$ cat config.mk
export PLATFORM = sky130hd
export DESIGN_NAME = dcc_asymmetry_detector
export DESIGN_NICKNAME = d
export VERILOG_FILES = /design/src/rtl/core/dad_pkg.sv /design/src/rtl/core/dad_mul_unit.sv /design/src/rtl/core/dcc_asymmetry_detector.sv
export SDC_FILE = /design/constraint.sdc
export NUM_CORES = 1
export LEC_CHECK = 0
export BUFFER_PORTS_ARGS = -buffer_cell sky130_fd_sc_hd__buf_4
export CORE_MARGIN = 1.5
export CORE_UTILIZATION = 55
export DETAILED_ROUTE_END_ITERATION = 8
export PLACE_DENSITY = 0.84
export RECOVER_POWER = 100
export SLEW_MARGIN = 30
export SYNTH_ARGS = -nofsm -noshare
export SYNTH_HDL_FRONTEND = slang
export SYNTH_SLANG_ARGS = --single-unit
$ cat constraint.sdc
create_clock -name clk_i -period 10.7 [get_ports clk_i]
set_input_delay 1.605 -clock clk_i [delete_from_list [all_inputs] [get_ports clk_i]]
set_output_delay 1.605 -clock clk_i [all_outputs]
set_load 0.02 [all_outputs]
$ cat src/rtl/core/dad_pkg.sv
// Package for the DCC asymmetry detector: scaling constants, class codes,
// sequencer states and shared-multiplier operation codes.
// No dependencies; used by dad_mul_unit and dcc_asymmetry_detector.
`default_nettype none

package dad_pkg;

  // Default parameter values
  localparam int unsigned ADC_BITS_DEF   = 12;
  localparam int unsigned TRACK_BITS_DEF = 16;

  // Millivolt scaling: ((s * 3300) >> 12) * 176 / 10
  localparam int unsigned SCALE_MUL   = 3300;
  localparam int unsigned SCALE_SHIFT = 12;
  localparam int unsigned GAIN_MUL    = 176;
  // Reciprocal of 10 for a multiply and shift, exact for any 32-bit dividend
  localparam logic [31:0] RECIP_DIV10 = 32'hCCCC_CCCD;
  localparam int unsigned RECIP_SHIFT = 35;
  localparam int unsigned MUL_B_BITS  = 32;
  // Headroom above ADC_BITS: after the gain multiply, and in the final value
  localparam int unsigned GAIN_HEADROOM = 8;
  localparam int unsigned MV_HEADROOM   = 4;

  // Output limits
  localparam int unsigned ASYM_LIMIT = 65535;
  localparam int unsigned ASYM_BITS  = 17;

  // Register file
  localparam int unsigned THRESH_BITS  = 16;
  localparam logic [15:0] RED_RESET    = 16'd3000;
  localparam logic [15:0] ORANGE_RESET = 16'd340;
  localparam logic        REG_RED      = 1'b0;
  localparam logic        REG_ORANGE   = 1'b1;

  // Level history entry code for an empty slot
  localparam logic [1:0] NO_LEVEL = 2'd2;

  typedef enum logic [1:0] {
    CLASS_GREEN  = 2'd0,
    CLASS_ORANGE = 2'd1,
    CLASS_RED    = 2'd2
  } class_e;

  typedef enum logic [1:0] {
    OP_HOLD,
    OP_SCALE,
    OP_GAIN,
    OP_RECIP
  } mul_op_e;

  typedef enum logic [2:0] {
    ST_IDLE,
    ST_MUL_GAIN,
    ST_MUL_RECIP,
    ST_STEP,
    ST_EMIT
  } state_e;

endpackage

`default_nettype wire

$ cat src/rtl/core/dad_mul_unit.sv
// Shared multiplier of the DCC asymmetry detector with its product register.
// Three passes turn a raw ADC code into millivolts. Depends on dad_pkg.
`default_nettype none

module dad_mul_unit #(
  parameter int unsigned ADC_BITS = dad_pkg::ADC_BITS_DEF
) (
  input  wire logic                                   clk_i,
  input  wire dad_pkg::mul_op_e                       op_i,
  input  wire logic [ADC_BITS-1:0]                    raw_i,
  output logic      [ADC_BITS+dad_pkg::MV_HEADROOM-1:0] mv_o
);

  localparam int unsigned AW = ADC_BITS + dad_pkg::GAIN_HEADROOM;
  localparam int unsigned BW = dad_pkg::MUL_B_BITS;
  localparam int unsigned PW = AW + BW;
  localparam int unsigned MW = ADC_BITS + dad_pkg::MV_HEADROOM;

  logic [AW-1:0] mul_a;
  logic [BW-1:0] mul_b;
  logic [PW-1:0] prod_d, prod_q;

  always_comb begin
    unique case (op_i)
      dad_pkg::OP_SCALE: begin
        mul_a = AW'(raw_i);
        mul_b = BW'(dad_pkg::SCALE_MUL);
      end
      dad_pkg::OP_GAIN: begin
        // truncating divide by 4096
        mul_a = AW'(prod_q[dad_pkg::SCALE_SHIFT +: ADC_BITS]);
        mul_b = BW'(dad_pkg::GAIN_MUL);
      end
      dad_pkg::OP_RECIP: begin
        mul_a = prod_q[AW-1:0];
        mul_b = dad_pkg::RECIP_DIV10;
      end
      default: begin
        mul_a = '0;
        mul_b = '0;
      end
    endcase
    prod_d = PW'(mul_a) * PW'(mul_b);
  end

  always_ff @(posedge clk_i) begin
    if (op_i != dad_pkg::OP_HOLD) begin
      prod_q <= prod_d;
    end
  end

  assign mv_o = prod_q[dad_pkg::RECIP_SHIFT +: MW];

endmodule

`default_nettype wire

$ cat src/rtl/core/dcc_asymmetry_detector.sv
// DCC asymmetry detector top level: handshakes, APB registers, sequencer,
// level trackers and classification. Depends on dad_pkg and dad_mul_unit.
`default_nettype none

// Channel   Handshake                 Payload
// input     in_valid_i / in_stall_o   dcc_level_i, adc_sample_i
// output    out_valid_o / out_stall_i asym_mv_o, signal_class_o, light_on_o
// config    APB psel/penable/pwrite   paddr, pwdata, prdata, pready
//
// Each transaction takes three passes through the shared multiplier
// (scale, gain, divide by 10), one tracker step and one result stage.
// Input is stalled from acceptance until the result is loaded into the
// output register; a stalled output holds the sequencer in the result stage.
// Reset restores thresholds, clears trackers, light and history; no pass.

module dcc_asymmetry_detector #(
  parameter int unsigned ADC_BITS   = dad_pkg::ADC_BITS_DEF,
  parameter int unsigned TRACK_BITS = dad_pkg::TRACK_BITS_DEF
) (
  input  wire logic                clk_i,
  input  wire logic                rst_ni,
  // input channel
  input  wire logic                in_valid_i,
  output logic                     in_stall_o,
  input  wire logic                dcc_level_i,
  input  wire logic [ADC_BITS-1:0] adc_sample_i,
  // output channel
  output logic                     out_valid_o,
  input  wire logic                out_stall_i,
  output logic signed [16:0]       asym_mv_o,
  output logic [1:0]               signal_class_o,
  output logic                     light_on_o,
  // configuration
  input  wire logic                psel,
  input  wire logic                penable,
  input  wire logic                pwrite,
  input  wire logic [2:0]          paddr,
  input  wire logic [31:0]         pwdata,
  output logic [31:0]              prdata,
  output logic                     pready
);

  localparam int unsigned MW   = ADC_BITS + dad_pkg::MV_HEADROOM;
  localparam int unsigned CW   = (MW > TRACK_BITS) ? MW : TRACK_BITS;
  localparam int unsigned DW   = TRACK_BITS + 2;
  localparam int unsigned TH   = dad_pkg::THRESH_BITS;
  localparam int unsigned AB   = dad_pkg::ASYM_BITS;
  localparam logic [TRACK_BITS-1:0] TrackMax = {TRACK_BITS{1'b1}};
  localparam logic signed [DW-1:0]  AsymMax  = DW'(dad_pkg::ASYM_LIMIT);
  localparam logic signed [DW-1:0]  AsymMin  = -AsymMax;

  // registers
  logic [TH-1:0] red_q, orange_q;
  logic          cfg_we;

  assign pready = 1'b1;
  assign cfg_we = psel & penable & pwrite;

  always_ff @(posedge clk_i or negedge rst_ni) begin
    if (!rst_ni) begin
      red_q    <= dad_pkg::RED_RESET;
      orange_q <= dad_pkg::ORANGE_RESET;
    end else if (cfg_we) begin
      unique case (paddr[2])
        dad_pkg::REG_RED:    red_q    <= pwdata[TH-1:0];
        dad_pkg::REG_ORANGE: orange_q <= pwdata[TH-1:0];
        default:             red_q    <= red_q;
      endcase
    end
  end

  always_comb begin
    unique case (paddr[2])
      dad_pkg::REG_RED:    prdata = 32'(red_q);
      dad_pkg::REG_ORANGE: prdata = 32'(orange_q);
      default:             prdata = '0;
    endcase
  end

  // sequencer
  dad_pkg::state_e  state_d, state_q;
  dad_pkg::mul_op_e mul_op;
  logic             in_accept, step_en, emit_en, out_free;

  assign in_accept = in_valid_i & ~in_stall_o;
  assign out_free  = ~out_valid_o | ~out_stall_i;

  always_comb begin
    unique case (state_q)
      dad_pkg::ST_IDLE:      state_d = in_valid_i ? dad_pkg::ST_MUL_GAIN : dad_pkg::ST_IDLE;
      dad_pkg::ST_MUL_GAIN:  state_d = dad_pkg::ST_MUL_RECIP;
      dad_pkg::ST_MUL_RECIP: state_d = dad_pkg::ST_STEP;
      dad_pkg::ST_STEP:      state_d = dad_pkg::ST_EMIT;
      dad_pkg::ST_EMIT:      state_d = out_free ? dad_pkg::ST_IDLE : dad_pkg::ST_EMIT;
      default:               state_d = dad_pkg::ST_IDLE;
    endcase
  end

  always_comb begin
    in_stall_o = 1'b1;
    mul_op     = dad_pkg::OP_HOLD;
    step_en    = 1'b0;
    emit_en    = 1'b0;
    unique case (state_q)
      dad_pkg::ST_IDLE: begin
        in_stall_o = 1'b0;
        // first pass runs straight off the input port
        if (in_valid_i) begin
          mul_op = dad_pkg::OP_SCALE;
        end
      end
      dad_pkg::ST_MUL_GAIN:  mul_op  = dad_pkg::OP_GAIN;
      dad_pkg::ST_MUL_RECIP: mul_op  = dad_pkg::OP_RECIP;
      dad_pkg::ST_STEP:      step_en = 1'b1;
      dad_pkg::ST_EMIT:      emit_en = out_free;
      default:               in_stall_o = 1'b1;
    endcase
  end

  always_ff @(posedge clk_i or negedge rst_ni) begin
    if (!rst_ni) begin
      state_q <= dad_pkg::ST_IDLE;
    end else begin
      state_q <= state_d;
    end
  end

  // scaling
  logic [MW-1:0] mv;

  dad_mul_unit #(
    .ADC_BITS(ADC_BITS)
  ) u_mul (
    .clk_i (clk_i),
    .op_i  (mul_op),
    .raw_i (adc_sample_i),
    .mv_o  (mv)
  );

  // tracker step
  logic                  level_q;
  logic [1:0]            hist_q [3];
  logic [TRACK_BITS-1:0] trk1_q, trk0_q;
  logic [TRACK_BITS-1:0] trk_cur, trk_next;
  logic                  take;

  always_ff @(posedge clk_i) begin
    if (in_accept) begin
      level_q <= dcc_level_i;
    end
  end

  assign take    = ({1'b0, level_q} == hist_q[1]) && (hist_q[1] != hist_q[2]);
  assign trk_cur = level_q ? trk1_q : trk0_q;

  always_comb begin
    if (CW'(mv) > CW'(trk_cur)) begin
      trk_next = (trk_cur == TrackMax) ? trk_cur : trk_cur + TRACK_BITS'(1);
    end else begin
      trk_next = (trk_cur == '0) ? trk_cur : trk_cur - TRACK_BITS'(1);
    end
  end

  always_ff @(posedge clk_i or negedge rst_ni) begin
    if (!rst_ni) begin
      hist_q[0] <= dad_pkg::NO_LEVEL;
      hist_q[1] <= dad_pkg::NO_LEVEL;
      hist_q[2] <= dad_pkg::NO_LEVEL;
      trk1_q    <= '0;
      trk0_q    <= '0;
    end else if (step_en) begin
      hist_q[2] <= hist_q[1];
      hist_q[1] <= hist_q[0];
      hist_q[0] <= {1'b0, level_q};
      if (take) begin
        if (level_q) begin
          trk1_q <= trk_next;
        end else begin
          trk0_q <= trk_next;
        end
      end
    end
  end

  // classification and result register
  logic signed [DW-1:0] diff, red_s, orange_s;
  logic                 light_q, light_d;
  dad_pkg::class_e      cls;
  logic signed [AB-1:0] asym_sat;
  logic                 out_valid_q;

  assign diff     = signed'(DW'(trk1_q)) - signed'(DW'(trk0_q));
  assign red_s    = signed'(DW'(red_q));
  assign orange_s = signed'(DW'(orange_q));

  always_comb begin
    priority if (diff > red_s) begin
      cls     = dad_pkg::CLASS_RED;
      light_d = light_q;
    end else if (diff > orange_s) begin
      cls     = dad_pkg::CLASS_ORANGE;
      light_d = 1'b1;
    end else begin
      cls     = dad_pkg::CLASS_GREEN;
      light_d = 1'b0;
    end
    priority if (diff > AsymMax) begin
      asym_sat = AB'(AsymMax);
    end else if (diff < AsymMin) begin
      asym_sat = AB'(AsymMin);
    end else begin
      asym_sat = AB'(diff);
    end
  end

  always_ff @(posedge clk_i or negedge rst_ni) begin
    if (!rst_ni) begin
      light_q     <= 1'b0;
      out_valid_q <= 1'b0;
    end else begin
      if (emit_en) begin
        light_q     <= light_d;
        out_valid_q <= 1'b1;
      end else if (!out_stall_i) begin
        // drop the transaction once taken
        out_valid_q <= 1'b0;
      end
    end
  end

  always_ff @(posedge clk_i) begin
    if (emit_en) begin
      asym_mv_o      <= asym_sat;
      signal_class_o <= cls;
      light_on_o     <= light_d;
    end
  end

  assign out_valid_o = out_valid_q;

endmodule

`default_nettype wire

# Word level (Yosys, flattened, before mapping)

Index checks and enable logic that the tools add are counted.

Register bits: 147
Input port bits: 55
Logic and storage cells: 74

$add $sub $neg: 3
Multipliers: 1
Magnitude comparators: 5
Equality and inequality tests: 11
Muxes and demuxes: 21
Bitwise operators: 8
Reduce and logical (&&, ||, !) cells: 9

Operators by type and width:

| cell                    | number |
|---|---|
| $pmux W32 S3            | 1 |
| $mux W16                | 4 |
| $pmux W32 S2            | 1 |
| $pmux W20 S3            | 1 |
| $mul A20 B32 Y51        | 1 |
| $gt A17 B17 Y1          | 2 |
| $gt A17 B17 Y1 const B  | 1 |
| $lt A17 B17 Y1 const B  | 1 |
| $mux W17                | 1 |
| $sub A16 B16 Y17        | 1 |
| $add A16 B1 Y16 const B | 1 |
| $eq A16 B16 Y1 const B  | 1 |
| $gt A16 B16 Y1          | 1 |
| $logic_not A16 Y1       | 1 |
| $sub A16 B1 Y16 const B | 1 |
| $pmux W3 S5             | 1 |
| $mux W1                 | 10 |
| $eq A3 B2 Y1 const B    | 2 |
| $pmux W2 S3             | 1 |
| $reduce_and A3 Y1       | 2 |
| $eq A2 B2 Y1 const B    | 2 |
| $not A1 Y1              | 4 |
| $reduce_and A2 Y1       | 2 |
| $and A1 B1 Y1           | 3 |
| other kinds (12)        | 12 |

# Longest topological paths before layout

Word-level depth: 5
Gate-level depth with buffers: 33

# Modules after synthesis

From an unflattened synthesis, not the netlist that was laid out.

Cells, all modules: 2,076
Area total of the unflattened synthesis: 19,974.2 µm²

Modules (own cells, without submodules):

| module                 | times used | cells an instance | area each (µm²) |
|---|---|---|---|
| dad_mul_unit           | 1          | 1,338             | 12,884.9 |
| dcc_asymmetry_detector | 1          | 738               | 7,089.3 |

# Worst setup path before layout

No wires, ideal clock.

Path type: input to register
Start point: input in_valid_i
End point: register u_mul.prod_q[50], data pin
Data arrival time: 9.442 ns
Required time: 10.444 ns
Slack: 1.002 ns
Stages on the path: 28
Buffers on the path: 2
Cell sequence: nor2_1 -> nor3_1 -> clkinv_1 -> ha_1 -> clkbuf_1 -> clkbuf_1 -> nor3_1 -> fa_1 -> inv_1 -> fa_1 -> fa_1 -> fa_1 -> inv_1 -> fa_1 -> fa_1 -> inv_1 -> fa_1 -> inv_1 -> ha_1 -> a21o_1 -> o21bai_1 -> a2111oi_0 -> or3_1 -> o2111ai_1 -> o2111a_1 -> o21bai_1 -> a21oi_1 -> o211a_1

Word-level cells in the longest chain between the ends: 5

Ends and longest elaborated chain:

| what                                                | RTL line                      | RTL |
|---|---|---|
| start, declared                                     | dcc_asymmetry_detector.sv:23  | `input wire logic in_valid_i,` |
| $mux W1 (*)                                         | dcc_asymmetry_detector.sv:108 | `if (in_valid_i) begin` |
| $pmux W2 S3 (*)                                     | dcc_asymmetry_detector.sv:104 | `unique case (state_q)` |
| $eq A2 B2 Y1 / $eq A2 B1 Y1 (equally long branches) | dad_mul_unit.sv:24            | `unique case (op_i)` |
| $pmux W20 S3 / $pmux W32 S3 (equally long branches) | dad_mul_unit.sv:24            |  |
| $mul A20 B32 Y51 (*)                                | dad_mul_unit.sv:43            | `prod_d = PW'(mul_a) * PW'(mul_b);` |
| named net u_mul.prod_d[50]                          | dad_mul_unit.sv:21            | `logic [PW-1:0] prod_d, prod_q;` |
| end signal, assigned                                | dad_mul_unit.sv:48            | `prod_q <= prod_d;` |
| end, declared                                       | dad_mul_unit.sv:21            |  |

The timed path passes the listed nets; every way through them passes the cells marked *.
A chain may end at the register's enable or synchronous reset.

# Worst setup path after layout

Same ends and word-level chain as after synthesis.

==> flow_metrics.tcl <==
set metrics [dict create \
    synth_seq_area_share 0.1899 \
    r2r-end "u_mul.prod_q[50]$_DFFE_PP_" \
    required_ns 10.90 \
    setup_viol 0 \
    period_share 0.9586 \
    hold_buffers 0 \
    clk_latency_ns 0.46 \
    detail_route.wl_per_cell_um 19.16 \
    crit_path_max_incr_delay_ns 0.77 \
    clockBufferDepth 2 \
    layout_common_cells "463 x inv_1, 303 x ha_1, 233 x fa_1, 109 x nand2_1, 82 x a21oi_1" \
    drc 0 \
    cts.sinks 136 \
    reg2reg_from "state_q[0]$_DFF_PN0_" \
    die_w_um 191.9 \
    synth_enable_flop_cells 61 \
    hold_ws_ns 0.4850 \
    crit_top_cell "fa_1" \
    synth_top_area_cell "fa_1" \
    synth_area_per_cell_um2 9.649 \
    skew_ns 0.01513 \
    syn_area_um2 19630 \
    grt.overflow.total 0 \
    critPathBufInv 6 \
    period_minus_slack_ns 10.26 \
    cts-root-buf "clkbuf_16" \
    hold_depth 2 \
    ctsResizeCount 0 \
    clk_pin_slew_worst_paths_ns 0.06 \
    grt_max_degree 76 \
    cp.arrival_ns 10.46 \
    track_usage 0.2867 \
    yosys.cell_types.count 77 \
    viasPerCell 5.740 \
    netlist_instances 2034 \
    tightest_slew_ns 3.968 \
    num-fill-cells 2910 \
    violations "max-capacitance violations, max-slew violations" \
    cp_max_fo 9 \
    rows 69 \
    die_area_um2 36830 \
    hold_class "reg2reg" \
    postRouteAntennaNets 0 \
    gp_congestion 0.9889 \
    drive_above_1_share 0.07881 \
    vias 14810 \
    async_flop_share 0.5515 \
    ios 110 \
    drv_slew 181 \
    cp-end-kind "register" \
    dr.first_iter.drc_count 1179 \
    cp_slowest_cell "a222oi_1" \
    io_buffers 74 \
    hold_viol 0 \
    ys_warn_count 0 \
    hold_path_end "trk0_q[6]$_DFFE_PN0P_" \
    synth_flop_cell "edfxtp_1" \
    final_common_cell "inv_1" \
    core-area_um2 35310 \
    yosysTopAreaCellShare 0.2377 \
    ff2ff_setup_slack_ns 1.08 \
    cts_tree "built" \
    die_y_um 191.9 \
    initial_utilization 0.5558 \
    area_growth_pct 7.427 \
    final_core_util 0.5971 \
    wirelength_um 49430 \
    synth_area_leaders "fa_1 24%, ha_1 19%, edfxtp_1 9.3%" \
    htree_levels 4 \
    status "finished with violations" \
    antenna_cells_inserted 0 \
    reg2reg_depth 32 \
    fin_nets 2697 \
    fmax_mhz 97.50 \
    crit_type "in2reg" \
    antenna_found_initial 0 \
    first_pass_iters 7 \
    crit_family "adder cells" \
    setup_tns_ns 0 \
    grt_first_pass_wirelength_um 81030 \
    cts_setup_buffers 0 \
    hpwl_um 41310 \
    maxCapViolCount 4 \
    cts_buffers 17 \
    hold_start "trk0_q[6]$_DFFE_PN0P_" \
    grt_pass1_vias 15730 \
    max-slew-margin-rel -1.645 \
    ys_ff_latch 136 \
    startpoint_type "input port" \
    rsz0062_at_grt "no" \
]
## sequential cells by signal, indices dropped and copies added (netlist names), 2 cells and up
name,cells
u_mul.prod_q,40
asym_mv_o,17
orange_q,16
red_q,16
trk0_q,16
trk1_q,16
hist_q,6
state_q,3
signal_class_o,2
## worst max path at each step
stage | from | end | cells after the start
floorplan | in_valid_i | u_mul.prod_q[50]$_DFFE_PP_ | 28
global placement | in_valid_i | u_mul.prod_q[50]$_DFFE_PP_ | 33
detailed placement | in_valid_i | u_mul.prod_q[50]$_DFFE_PP_ | 29
CTS | in_valid_i | u_mul.prod_q[50]$_DFFE_PP_ | 33
global route | in_valid_i | u_mul.prod_q[50]$_DFFE_PP_ | 31
finish | in_valid_i | u_mul.prod_q[50]$_DFFE_PP_ | 29
## layer usage
metal	routed length [um]	GRT usage	part of all wire	vias to the layer above
met1	19860	0.3591	0.40	7254
met5	0	0	0	-
met3	3885	0.05372	0.079	115
met2	23950	0.4872	0.48	625
met4	1738	0.1160	0.035	0
li1	-	-	-	6815
## metrics by stage
stage                     instances  setup slack (ns)  instance area [um2]
after floorplan                2049             1.002                19680
after global placement         2546            0.4527                20670
after detailed placement       2546            0.2975                20680
after CTS                      2578            0.7145                21260
after global routing           2580            0.1153                21080
final                          2580            0.4434                21080
## area by class of cell
class	count	area [um2]	share of cell area
repair buffers	94	541.8	0.02570
inverters	466	1749	0.08296
flip-flops and latches	136	3726	0.1767
well taps	461	576.8	0.02736
multi-input cells	1391	13910	0.6600
clock inverters	14	136.4	0.006468
clock buffers	18	439.2	0.02083
## synth_stat cells (12+ instances only)
cell type    n
nand2_1    109
and3_1      12
a21oi_1     82
clkbuf_1    35
nand3_1     25
a21o_1      51
buf_4       20
and2_1      36
nor3_1      35
dfrtp_1     61
xnor2_1     48
fa_1       233
edfxtp_1    61
ha_1       303
xor2_1      19
mux2_2      53
nor2b_1     19
a222oi_1    12
inv_1      463
dfstp_2     14
o21ai_0     62
mux2i_1     15
nor2_1      73
nand4_1     19
## cell families (layout without fill, tap and decap cells)
logic type,after synthesis,in the layout,share of synthesized area
buffers and inverters,522,592,0.1040
AND/OR/NAND/NOR,388,388,0.09971
XOR/XNOR,67,67,0.02990
flip-flops,136,136,0.1899
multiplexers,69,69,0.03876
other,2,17,0.0003826
AO/OA/AOI/OAI,314,314,0.1065
adder cells (fa/ha/maj),536,536,0.4308
## tightest hold or removal path: stages (launching register included)
cell     delay, ns
dfrtp_1       0.35
nand2_1       0.05
o21ai_0       0.06
Power is not shown: default switching activity piles up to over one toggle a cycle in this logic, so the estimate is an artifact.
